$ cat src/rtl/pph_pkg.sv
package pph_pkg;

  localparam int unsigned NUM_BINS_DEF   = 100;
  localparam int unsigned RUN_LENGTH_DEF = 1000;
  localparam int unsigned QUEUE_DEPTH    = 2;

  localparam int unsigned MODE_W   = 2;
  localparam int unsigned STAMP_W  = 32;
  localparam int unsigned IDX_W    = 7;
  localparam int unsigned STATUS_W = 3;
  localparam int unsigned COUNT_W  = 10;
  localparam int unsigned LIMIT_W  = 14;

  localparam logic [LIMIT_W-1:0] LIMIT_RESET = 14'd50;
  localparam logic [COUNT_W-1:0] COUNT_MAX   = 10'h3FF;

  typedef enum logic [MODE_W-1:0] {
    MODE_START   = 2'd0,
    MODE_CAPTURE = 2'd1,
    MODE_READ    = 2'd2
  } mode_t;

  typedef enum logic [STATUS_W-1:0] {
    ST_STARTED = 3'd0,
    ST_FIRST   = 3'd1,
    ST_BINNED  = 3'd2,
    ST_RANGE   = 3'd3,
    ST_IGNORED = 3'd4,
    ST_READ    = 3'd5
  } status_t;

  // Work the back end has to do for one item.
  typedef enum logic [1:0] {
    OP_CLEAR  = 2'd0,
    OP_BIN    = 2'd1,
    OP_READ   = 2'd2,
    OP_REPORT = 2'd3
  } op_t;

  typedef enum logic [1:0] {
    B_CLEAR = 2'd0,
    B_IDLE  = 2'd1,
    B_RMW   = 2'd2
  } back_state_t;

  typedef struct packed {
    op_t                op;
    status_t            status;
    logic [STAMP_W-1:0] interval;
    logic               run_done;
  } cmd_t;

  typedef struct packed {
    logic init_busy;
  } back_stat_t;

endpackage

$ cat src/rtl/pph_front.sv
module pph_front #(
  parameter int unsigned NUM_BINS   = pph_pkg::NUM_BINS_DEF,
  parameter int unsigned RUN_LENGTH = pph_pkg::RUN_LENGTH_DEF
) (
  input  logic                           clk,
  input  logic                           rst_n,
  input  logic                           cfg_wr_en,
  input  logic [pph_pkg::LIMIT_W-1:0]    cfg_wr_data,
  input  logic                           in_valid,
  output logic                           in_stall,
  input  logic [pph_pkg::MODE_W-1:0]     in_mode,
  input  logic [pph_pkg::STAMP_W-1:0]    in_capture_stamp,
  input  logic [pph_pkg::IDX_W-1:0]      in_bin_index,
  input  pph_pkg::back_stat_t            back_stat,
  input  logic                           q_ready,
  output logic                           q_push,
  output pph_pkg::cmd_t                  q_cmd,
  output logic [$clog2(NUM_BINS)-1:0]    q_addr
);
  import pph_pkg::*;

  localparam int unsigned AW = $clog2(NUM_BINS);
  localparam int unsigned CW = $clog2(RUN_LENGTH + 1);

  logic [LIMIT_W-1:0] limit_r;
  logic [STAMP_W-1:0] last_stamp_r, last_stamp_nxt;
  logic               edge_seen_r, edge_seen_nxt;
  logic               stopped_r, stopped_nxt;
  logic [CW-1:0]      meas_cnt_r, meas_cnt_nxt;

  logic [STAMP_W-1:0] interval;
  logic [STAMP_W-1:0] offset;
  logic               in_range;
  logic [31:0]        idx_ext;
  logic               idx_ok;
  logic [CW-1:0]      cnt_inc;
  logic               accept;

  assign in_stall = !q_ready || back_stat.init_busy;
  assign accept   = in_valid && !in_stall;
  assign q_push   = accept;

  assign interval = in_capture_stamp - last_stamp_r;
  assign offset   = interval - STAMP_W'(limit_r);
  assign in_range = offset < STAMP_W'(NUM_BINS);
  assign idx_ext  = 32'(in_bin_index);
  assign idx_ok   = idx_ext < 32'(NUM_BINS);
  assign cnt_inc  = meas_cnt_r + 1'b1;

  always_comb begin
    last_stamp_nxt  = last_stamp_r;
    edge_seen_nxt   = edge_seen_r;
    stopped_nxt     = stopped_r;
    meas_cnt_nxt    = meas_cnt_r;
    q_cmd.op        = OP_REPORT;
    q_cmd.status    = ST_IGNORED;
    q_cmd.interval  = '0;
    q_addr          = '0;
    case (in_mode)
      MODE_START: begin
        last_stamp_nxt = '0;
        edge_seen_nxt  = 1'b0;
        stopped_nxt    = 1'b0;
        meas_cnt_nxt   = '0;
        q_cmd.op       = OP_CLEAR;
        q_cmd.status   = ST_STARTED;
      end
      MODE_CAPTURE: begin
        if (stopped_r) begin
          q_cmd.status = ST_IGNORED;
        end else if (!edge_seen_r) begin
          edge_seen_nxt  = 1'b1;
          last_stamp_nxt = in_capture_stamp;
          q_cmd.status   = ST_FIRST;
        end else begin
          last_stamp_nxt = in_capture_stamp;
          q_cmd.interval = interval;
          if (in_range) begin
            q_cmd.op     = OP_BIN;
            q_cmd.status = ST_BINNED;
            q_addr       = offset[AW-1:0];
            meas_cnt_nxt = cnt_inc;
            if (cnt_inc == CW'(RUN_LENGTH)) begin
              stopped_nxt = 1'b1;
            end
          end else begin
            q_cmd.status = ST_RANGE;
            stopped_nxt  = 1'b1;
          end
        end
      end
      MODE_READ: begin
        q_cmd.status = ST_READ;
        if (idx_ok) begin
          q_cmd.op = OP_READ;
          q_addr   = idx_ext[AW-1:0];
        end
      end
      default: begin
        q_cmd.status = ST_IGNORED;
      end
    endcase
    q_cmd.run_done = stopped_nxt;
  end

  always_ff @(posedge clk) begin
    if (!rst_n) begin
      limit_r      <= LIMIT_RESET;
      last_stamp_r <= '0;
      edge_seen_r  <= 1'b0;
      stopped_r    <= 1'b0;
      meas_cnt_r   <= '0;
    end else begin
      if (cfg_wr_en) begin
        limit_r <= cfg_wr_data;
      end
      if (accept) begin
        last_stamp_r <= last_stamp_nxt;
        edge_seen_r  <= edge_seen_nxt;
        stopped_r    <= stopped_nxt;
        meas_cnt_r   <= meas_cnt_nxt;
      end
    end
  end

endmodule

$ cat src/rtl/pph_fifo.sv
module pph_fifo #(
  parameter int unsigned W     = 8,
  parameter int unsigned DEPTH = pph_pkg::QUEUE_DEPTH
) (
  input  logic         clk,
  input  logic         rst_n,
  input  logic         push,
  input  logic [W-1:0] push_data,
  output logic         ready,
  input  logic         pop,
  output logic         valid,
  output logic [W-1:0] head
);
  // DEPTH is a power of two so the pointers wrap naturally.
  localparam int unsigned PW = $clog2(DEPTH);
  localparam int unsigned NW = $clog2(DEPTH + 1);

  logic [W-1:0]  slot_r [DEPTH];
  logic [PW-1:0] wr_ptr_r, rd_ptr_r;
  logic [NW-1:0] fill_r;

  assign ready = fill_r != NW'(DEPTH);
  assign valid = fill_r != '0;
  assign head  = slot_r[rd_ptr_r];

  always_ff @(posedge clk) begin
    if (push) begin
      slot_r[wr_ptr_r] <= push_data;
    end
  end

  always_ff @(posedge clk) begin
    if (!rst_n) begin
      wr_ptr_r <= '0;
      rd_ptr_r <= '0;
      fill_r   <= '0;
    end else begin
      if (push) begin
        wr_ptr_r <= wr_ptr_r + 1'b1;
      end
      if (pop) begin
        rd_ptr_r <= rd_ptr_r + 1'b1;
      end
      if (push && !pop) begin
        fill_r <= fill_r + 1'b1;
      end else if (pop && !push) begin
        fill_r <= fill_r - 1'b1;
      end
    end
  end

endmodule

$ cat src/rtl/pph_back.sv
module pph_back #(
  parameter int unsigned NUM_BINS = pph_pkg::NUM_BINS_DEF
) (
  input  logic                          clk,
  input  logic                          rst_n,
  input  logic                          q_valid,
  input  pph_pkg::cmd_t                 q_cmd,
  input  logic [$clog2(NUM_BINS)-1:0]   q_addr,
  output logic                          q_pop,
  output pph_pkg::back_stat_t           back_stat,
  output logic                          out_valid,
  input  logic                          out_stall,
  output logic [pph_pkg::STATUS_W-1:0]  out_status,
  output logic [pph_pkg::STAMP_W-1:0]   out_interval,
  output logic [pph_pkg::COUNT_W-1:0]   out_bin_count,
  output logic                          out_run_done
);
  import pph_pkg::*;

  localparam int unsigned AW = $clog2(NUM_BINS);

  logic [COUNT_W-1:0] bin_mem [NUM_BINS];
  logic [COUNT_W-1:0] rd_data_r;

  back_state_t        state_r, state_nxt;
  logic               init_r, init_nxt;
  logic [AW-1:0]      clr_addr_r, clr_addr_nxt;
  cmd_t               cmd_r, cmd_nxt;
  logic [AW-1:0]      addr_r, addr_nxt;

  logic               out_valid_r, out_valid_nxt;
  logic [STATUS_W-1:0] out_status_r, out_status_nxt;
  logic [STAMP_W-1:0] out_interval_r, out_interval_nxt;
  logic [COUNT_W-1:0] out_count_r, out_count_nxt;
  logic               out_done_r, out_done_nxt;

  logic               out_free;
  logic               we, re;
  logic [AW-1:0]      waddr;
  logic [COUNT_W-1:0] wdata;
  logic [COUNT_W-1:0] count_inc;

  assign out_free  = !out_valid_r || !out_stall;
  assign count_inc = (rd_data_r == COUNT_MAX) ? rd_data_r : rd_data_r + 1'b1;

  assign back_stat.init_busy = init_r;
  assign out_valid     = out_valid_r;
  assign out_status    = out_status_r;
  assign out_interval  = out_interval_r;
  assign out_bin_count = out_count_r;
  assign out_run_done  = out_done_r;

  always_comb begin
    state_nxt        = state_r;
    init_nxt         = init_r;
    clr_addr_nxt     = clr_addr_r;
    cmd_nxt          = cmd_r;
    addr_nxt         = addr_r;
    q_pop            = 1'b0;
    we               = 1'b0;
    re               = 1'b0;
    waddr            = addr_r;
    wdata            = count_inc;
    out_valid_nxt    = out_valid_r && out_stall;
    out_status_nxt   = out_status_r;
    out_interval_nxt = out_interval_r;
    out_count_nxt    = out_count_r;
    out_done_nxt     = out_done_r;
    case (state_r)
      B_CLEAR: begin
        we    = 1'b1;
        waddr = clr_addr_r;
        wdata = '0;
        if (clr_addr_r == AW'(NUM_BINS - 1)) begin
          state_nxt = B_IDLE;
          init_nxt  = 1'b0;
        end else begin
          clr_addr_nxt = clr_addr_r + 1'b1;
        end
      end
      B_IDLE: begin
        if (q_valid && out_free) begin
          q_pop    = 1'b1;
          cmd_nxt  = q_cmd;
          addr_nxt = q_addr;
          case (q_cmd.op)
            OP_BIN, OP_READ: begin
              re        = 1'b1;
              state_nxt = B_RMW;
            end
            OP_CLEAR: begin
              out_valid_nxt    = 1'b1;
              out_status_nxt   = q_cmd.status;
              out_interval_nxt = q_cmd.interval;
              out_count_nxt    = '0;
              out_done_nxt     = q_cmd.run_done;
              clr_addr_nxt     = '0;
              state_nxt        = B_CLEAR;
            end
            default: begin
              out_valid_nxt    = 1'b1;
              out_status_nxt   = q_cmd.status;
              out_interval_nxt = q_cmd.interval;
              out_count_nxt    = '0;
              out_done_nxt     = q_cmd.run_done;
            end
          endcase
        end
      end
      B_RMW: begin
        // The output register was free when the item was popped.
        out_valid_nxt    = 1'b1;
        out_status_nxt   = cmd_r.status;
        out_interval_nxt = cmd_r.interval;
        out_done_nxt     = cmd_r.run_done;
        if (cmd_r.op == OP_BIN) begin
          we            = 1'b1;
          out_count_nxt = count_inc;
        end else begin
          out_count_nxt = rd_data_r;
        end
        state_nxt = B_IDLE;
      end
      default: begin
        state_nxt = B_IDLE;
      end
    endcase
  end

  always_ff @(posedge clk) begin
    if (we) begin
      bin_mem[waddr] <= wdata;
    end
    if (re) begin
      rd_data_r <= bin_mem[q_addr];
    end
  end

  always_ff @(posedge clk) begin
    if (!rst_n) begin
      state_r     <= B_CLEAR;
      init_r      <= 1'b1;
      clr_addr_r  <= '0;
      out_valid_r <= 1'b0;
    end else begin
      state_r     <= state_nxt;
      init_r      <= init_nxt;
      clr_addr_r  <= clr_addr_nxt;
      out_valid_r <= out_valid_nxt;
    end
  end

  always_ff @(posedge clk) begin
    cmd_r          <= cmd_nxt;
    addr_r         <= addr_nxt;
    out_status_r   <= out_status_nxt;
    out_interval_r <= out_interval_nxt;
    out_count_r    <= out_count_nxt;
    out_done_r     <= out_done_nxt;
  end

endmodule

$ cat src/rtl/pulse_period_histogram_unit.sv
// Period histogram of input-capture timestamps. A start item (mode 0) zeroes every
// bin and the run state, a capture item (mode 1) measures the wrapped interval to the
// previous timestamp and counts it into bin (interval - lower_limit), and a read item
// (mode 2) returns one bin's count. An out-of-range interval or the RUN_LENGTH-th
// binned interval stops the run; later captures report as ignored. Every item yields
// exactly one result item, in order. The front end takes one item per cycle, unless
// in_stall is high, into a two-entry queue; the back end owns the bin memory, a
// single-port array with a registered read. A capture that bins or an in-range read
// passes through B_RMW after its memory read (increment and write-back for a capture),
// every other item is answered from B_IDLE, and a start item then runs a B_CLEAR sweep
// that zeroes the memory. After reset the same sweep runs, during which in_stall is
// high; the configuration port stays writable throughout. Write lower_limit only
// while the block is idle.
module pulse_period_histogram_unit #(
  parameter int unsigned NUM_BINS   = pph_pkg::NUM_BINS_DEF,
  parameter int unsigned RUN_LENGTH = pph_pkg::RUN_LENGTH_DEF
) (
  input  logic                          clk,
  input  logic                          rst_n,
  input  logic                          cfg_wr_en,
  input  logic [pph_pkg::LIMIT_W-1:0]   cfg_wr_data,
  input  logic                          in_valid,
  output logic                          in_stall,
  input  logic [pph_pkg::MODE_W-1:0]    in_mode,
  input  logic [pph_pkg::STAMP_W-1:0]   in_capture_stamp,
  input  logic [pph_pkg::IDX_W-1:0]     in_bin_index,
  output logic                          out_valid,
  input  logic                          out_stall,
  output logic [pph_pkg::STATUS_W-1:0]  out_status,
  output logic [pph_pkg::STAMP_W-1:0]   out_interval,
  output logic [pph_pkg::COUNT_W-1:0]   out_bin_count,
  output logic                          out_run_done
);
  import pph_pkg::*;

  localparam int unsigned AW = $clog2(NUM_BINS);
  localparam int unsigned QW = $bits(cmd_t) + AW;

  // Front-end handoff: the classified command plus the bin address it touches.
  cmd_t          push_cmd, pop_cmd;
  logic [AW-1:0] push_addr, pop_addr;
  logic          q_push, q_pop, q_ready, q_valid;
  logic [QW-1:0] q_head;
  back_stat_t    back_stat;

  pph_front #(
    .NUM_BINS   (NUM_BINS),
    .RUN_LENGTH (RUN_LENGTH)
  ) u_front (
    .clk              (clk),
    .rst_n            (rst_n),
    .cfg_wr_en        (cfg_wr_en),
    .cfg_wr_data      (cfg_wr_data),
    .in_valid         (in_valid),
    .in_stall         (in_stall),
    .in_mode          (in_mode),
    .in_capture_stamp (in_capture_stamp),
    .in_bin_index     (in_bin_index),
    .back_stat        (back_stat),
    .q_ready          (q_ready),
    .q_push           (q_push),
    .q_cmd            (push_cmd),
    .q_addr           (push_addr)
  );

  pph_fifo #(
    .W     (QW),
    .DEPTH (QUEUE_DEPTH)
  ) u_queue (
    .clk       (clk),
    .rst_n     (rst_n),
    .push      (q_push),
    .push_data ({push_cmd, push_addr}),
    .ready     (q_ready),
    .pop       (q_pop),
    .valid     (q_valid),
    .head      (q_head)
  );

  assign pop_cmd  = q_head[QW-1:AW];
  assign pop_addr = q_head[AW-1:0];

  // The back end works strictly in queue order, so a read always sees the
  // write-back of every capture accepted before it.
  pph_back #(
    .NUM_BINS (NUM_BINS)
  ) u_back (
    .clk           (clk),
    .rst_n         (rst_n),
    .q_valid       (q_valid),
    .q_cmd         (pop_cmd),
    .q_addr        (pop_addr),
    .q_pop         (q_pop),
    .back_stat     (back_stat),
    .out_valid     (out_valid),
    .out_stall     (out_stall),
    .out_status    (out_status),
    .out_interval  (out_interval),
    .out_bin_count (out_bin_count),
    .out_run_done  (out_run_done)
  );

endmodule

$ cat config.mk
export PLATFORM = sky130hd
export DESIGN_NAME = pulse_period_histogram_unit
export DESIGN_NICKNAME = d
export VERILOG_FILES = /design/src/rtl/pph_pkg.sv /design/src/rtl/pph_front.sv /design/src/rtl/pph_fifo.sv /design/src/rtl/pph_back.sv /design/src/rtl/pulse_period_histogram_unit.sv
export SDC_FILE = /design/constraint.sdc
export NUM_CORES = 2
export LEC_CHECK = 0
export BUFFER_PORTS_ARGS = -buffer_cell sky130_fd_sc_hd__buf_2
export CORE_MARGIN = 2
export CORE_UTILIZATION = 30
export CTS_CLUSTER_DIAMETER = 50
export DETAILED_ROUTE_END_ITERATION = 8
export GPL_TIMING_DRIVEN = 0
export HOLD_SLACK_MARGIN = 0.15
export PLACE_DENSITY = 0.52
export SETUP_SLACK_MARGIN = 0.3
export SYNTH_ARGS = -nofsm -noshare
export SYNTH_HDL_FRONTEND = slang
export SYNTH_HIERARCHICAL = 1
export SYNTH_SLANG_ARGS = --single-unit
$ cat constraint.sdc
create_clock -name clk -period 5.35 [get_ports clk]
set_input_delay 0.8025 -clock clk [delete_from_list [all_inputs] [get_ports clk]]
set_output_delay 0.8025 -clock clk [all_outputs]
set_load 0.02 [all_outputs]
==> flow_metrics.env <==
export IMPL_rsz0062_at_grt="true"
export IMPL_min_period_ns=5.53
export IMPL_power_share_sequential=0.500
export IMPL_p_int_w=0.0170
export IMPL_synth_fp_nets=3175
export IMPL_crit_arrival_ns=6.15
export IMPL_place_congestion=0.865
export IMPL_area_delta_synth_final_pct=18.7
export IMPL_synth_cell_types=101
export IMPL_syn_area_sq_um=53200
export IMPL_grt_pass1_wl_um=214000
export IMPL_viasPerCell=5.13
export IMPL_fin_crit_sh=1.03
export IMPL_crit_path_start="u_front/last_stamp_r[0]$_SDFFE_PN0P_"
export IMPL_ys_warn_count=6
export IMPL_drt_iter0_drc=2985
export IMPL_clkTransAtPathRegs_ns=0.06
export IMPL_routed_wl_um=149000
export IMPL_cts_sinks=1265
export IMPL_grt_use_total=0.164
export IMPL_nFillCells=16545
export IMPL_synth_ff_type="edfxtp_1"
export IMPL_syn_avg_cell_area_sq_um=17.4
export IMPL_route_detailed_drc=0
export IMPL_grt_util_met1=0.226
export IMPL_r2r_start="u_front/last_stamp_r[0]$_SDFFE_PN0P_"
export IMPL_grt_max_degree=50
export IMPL_synth_top_area_frac=0.672
export IMPL_die_h_um=425
export IMPL_ioPinCount=108
export IMPL_power_density_nw_per_um2=345
export IMPL_cts_tree="done"
export IMPL_cp_required_ns=5.97
export IMPL_grt_overflow=0
export IMPL_async_flop_share=0
export IMPL_finalHoldViolCount=0
export IMPL_vias=29921
export IMPL_setup_viol=27
export IMPL_final_cell_mix="edfxtp_1, mux4_2, nor2_1"
export IMPL_worstMarginPinSlew_ns=1.34
export IMPL_start_util=0.302
export IMPL_ctsLongestPathBuffers=3
export IMPL_final_nets=3499
export IMPL_power_frac_clock=0.450
export IMPL_grt_busiest_layer="met2"
export IMPL_slew_headroom=0.101
export IMPL_synth_edff_count=1191
export IMPL_post_place_ws_ns=-1.82
export IMPL_fp_row_count=154
export IMPL_violations="setup timing"
export IMPL_leakage_nw=20.5
export IMPL_reg2reg_depth=21
export IMPL_ant_nets=0
export IMPL_clock_skew_ns=0.0337
export IMPL_ys_seq_area_frac=0.700
export IMPL_power_w=0.0218
export IMPL_endpoint_kind="flip-flop"
export IMPL_insertion_delay_ns=0.79
export IMPL_cap_violations=0
export IMPL_start_kind="flip-flop"
export IMPL_grtUsageMet2=0.263
export IMPL_antenna_found_initial=5
export IMPL_ir_worst_vdd_mv=0.240
export IMPL_met3_usage=0.0316
export IMPL_die_area_sq_um=181000
export IMPL_htreeDepth=4
export IMPL_drive_above_1_share=0.258
export IMPL_reg2reg_to="u_queue/slot_r[1][6]$_DFFE_PP_"
export IMPL_grt_pass1_vias=29527
export IMPL_dp_cells=5530
export IMPL_p_sw_frac=0.222
export IMPL_path_max_fanout=7
export IMPL_crit_type="reg2reg"
export IMPL_fp_dieW_um=425
export IMPL_switching_power_w=0.00483
export IMPL_syn_instance_count=3056
export IMPL_reg2reg_slack_ns=-0.18
export IMPL_combinationalPowerShare=0.050
export IMPL_timing_fmax_ghz=0.181
export IMPL_ctsHoldBuffers=0
export IMPL_wl_per_cell_um=25.6
export IMPL_hold_class="in2reg"
export IMPL_synth_seq_cells=1265
export IMPL_final_common_cell="edfxtp_1"
export IMPL_placeableCoreArea_sq_um=176000
export IMPL_status="complete, but fails checks"
export IMPL_synth_top_cell_by_area="edfxtp_1"
export IMPL_fin_cells=5836
export IMPL_clockRootBuffer="clkbuf_16"
export IMPL_dr_pass1_iters=6
export IMPL_finalMaxSlewViolations=0
export IMPL_cts_buffers=145
export IMPL_dp_hpwl_um=102000
export IMPL_ys_top_cells_by_area="edfxtp_1, mux4_2, dfxtp_1"
export IMPL_finalWorstSetupSlack_ns=-0.181
export IMPL_io_buffers=106
export IMPL_setup_worst_path_end="u_queue/slot_r[1][6]$_DFFE_PP_"
## per-layer routing
metal  routed length (um)  part of all wire  vias up
met5                   13          0.000087        -
met4                 3540             0.024        2
met3                 9710             0.065      210
met2                71000              0.48      996
met1                65000              0.44    15783
li1                     -                 -    12930
## final cells by class
cell class,count,area (sq um),area share
Clock buffer,181,3900,0.0618
Multi-Input combinational cell,1562,15700,0.248
Timing Repair Buffer,177,1470,0.0232
Sequential cell,1265,37300,0.590
Tap cell,2340,2930,0.0463
Antenna cell,2,5.00,0.0000792
Buffer,150,831,0.0132
Inverter,79,309,0.00489
Clock inverter,80,816,0.0129
## worst min-delay path by stage
stage / slack (ns) / startpoint / depth (start not counted) / end
after floorplan: 0.42 / u_back/back_stat$_SDFFE_PN1P_ / 2 / u_back/back_stat$_SDFFE_PN1P_
after global placement: 0.44 / u_front/last_stamp_r[10]$_SDFFE_PN0P_ / 2 / u_front/last_stamp_r[10]$_SDFFE_PN0P_
after detailed placement: 0.44 / u_back/back_stat$_SDFFE_PN1P_ / 2 / u_back/back_stat$_SDFFE_PN1P_
after CTS: 0.20 / cfg_wr_data[5] / 3 / u_front/limit_r[5]$_SDFFE_PN1P_
after global routing: 0.23 / cfg_wr_data[3] / 3 / u_front/limit_r[3]$_SDFFE_PN0P_
final: 0.25 / cfg_wr_data[4] / 3 / u_front/limit_r[4]$_SDFFE_PN1P_
## flip-flops by register name, summed over array words and instances, names as in the netlist, named ones only
| signal | count |
|---|---|
| u_back/bin_mem | 1000 |
| u_queue/slot_r | 90 |
| u_back/cmd_r | 38 |
| u_back/out_interval | 32 |
| u_front/last_stamp_r | 32 |
| u_front/limit_r | 14 |
| u_back/out_bin_count | 10 |
| u_back/rd_data_r | 10 |
| u_front/meas_cnt_r | 10 |
| u_back/addr_r | 7 |
| u_back/clr_addr_r | 7 |
| u_back/out_status | 3 |
| u_back/state_r | 2 |
| u_queue/fill_r | 2 |
| u_back/back_stat | 1 |
| u_back/out_run_done | 1 |
| u_back/out_valid | 1 |
| u_front/edge_seen_r | 1 |
| u_front/stopped_r | 1 |
| u_queue/rd_ptr_r | 1 |
| u_queue/wr_ptr_r | 1 |
## Yosys cell counts (12+ instances only)
cell / instances
inv_1: 75
or3_1: 12
xnor2_1: 28
mux2i_1: 65
edfxtp_1: 1191
nor2_1: 207
o21a_1: 14
nor2b_1: 22
a31oi_1: 26
nor3_1: 20
buf_6: 16
nand3_1: 71
o211ai_1: 17
mux4_2: 270
a21oi_1: 92
o22ai_1: 20
xor2_1: 23
nand2b_1: 12
clkbuf_1: 75
nand4_1: 23
and3_1: 21
o21ai_0: 39
a21o_1: 24
and2_1: 31
buf_2: 27
nand2_1: 182
buf_4: 22
mux2_2: 42
dfxtp_1: 74
mux2_1: 46
ha_1: 57
## kinds of logic (layout without fill, tap and decap cells)
group / Yosys count / in the layout / synth area share
xor+xnor: 53 / 53 / 0.00901
flops: 1265 / 1265 / 0.700
other cells: 0 / 2 / 0
simple gates: 651 / 651 / 0.0583
fa+ha+maj: 59 / 59 / 0.0142
mux: 432 / 432 / 0.150
buf+inv: 229 / 667 / 0.0209
compound gates: 367 / 367 / 0.0482
## worst max-delay path: stages, from the launching register on
cell and delay [ns]:
dfxtp_2 0.33, ha_4 0.16, fa_2 0.33, and2b_4 0.27
o2111ai_4 0.18, a21oi_4 0.18, nor2b_2 0.07, xnor2_2 0.26
ha_4 0.27, and3_4 0.19, a31o_4 0.22, or3_4 0.41
o221ai_4 0.19, o211a_1 0.17, mux2_4 0.15, a221oi_2 0.05
or4b_1 0.55, or4_4 0.52, nor4_4 0.20, buf_6 0.16
nand3_4 0.21, o21ai_4 0.28
## stage by stage
step | hold slack, ns | util | TNS [ns] | area (sq um)
final | 0.249 | 0.359 | -2.99 | 63200
after floorplan | 0.425 | - | -5.93 | 53300
after global routing | 0.227 | 0.359 | -8.93 | 63200
after CTS | 0.198 | 0.358 | -2.26 | 63000
after global placement | 0.441 | 0.322 | -2941.56 | 56800
after detailed placement | 0.444 | 0.326 | -47.59 | 57500
## power groups by stage
stage | clock network, W | logic, W | registers (W)
final | 0.00981 | 0.00109 | 0.0109
after global routing | 0.0104 | 0.00117 | 0.0109
after CTS | 0.0100 | 0.00104 | 0.0109
after detailed placement | 0 | 0.000919 | 0.0111
after global placement | 0 | 0.000868 | 0.0111
after floorplan | 0 | 0.000558 | 0.0111
## repair_timing
action,4_1_cts,5_1_grt
pin swaps,28,38
gates cloned,0,1
buffers inserted,33,9
gates resized for setup,91,24
setup endpoints to repair,34,32
(Power assumes the default switching activity.)
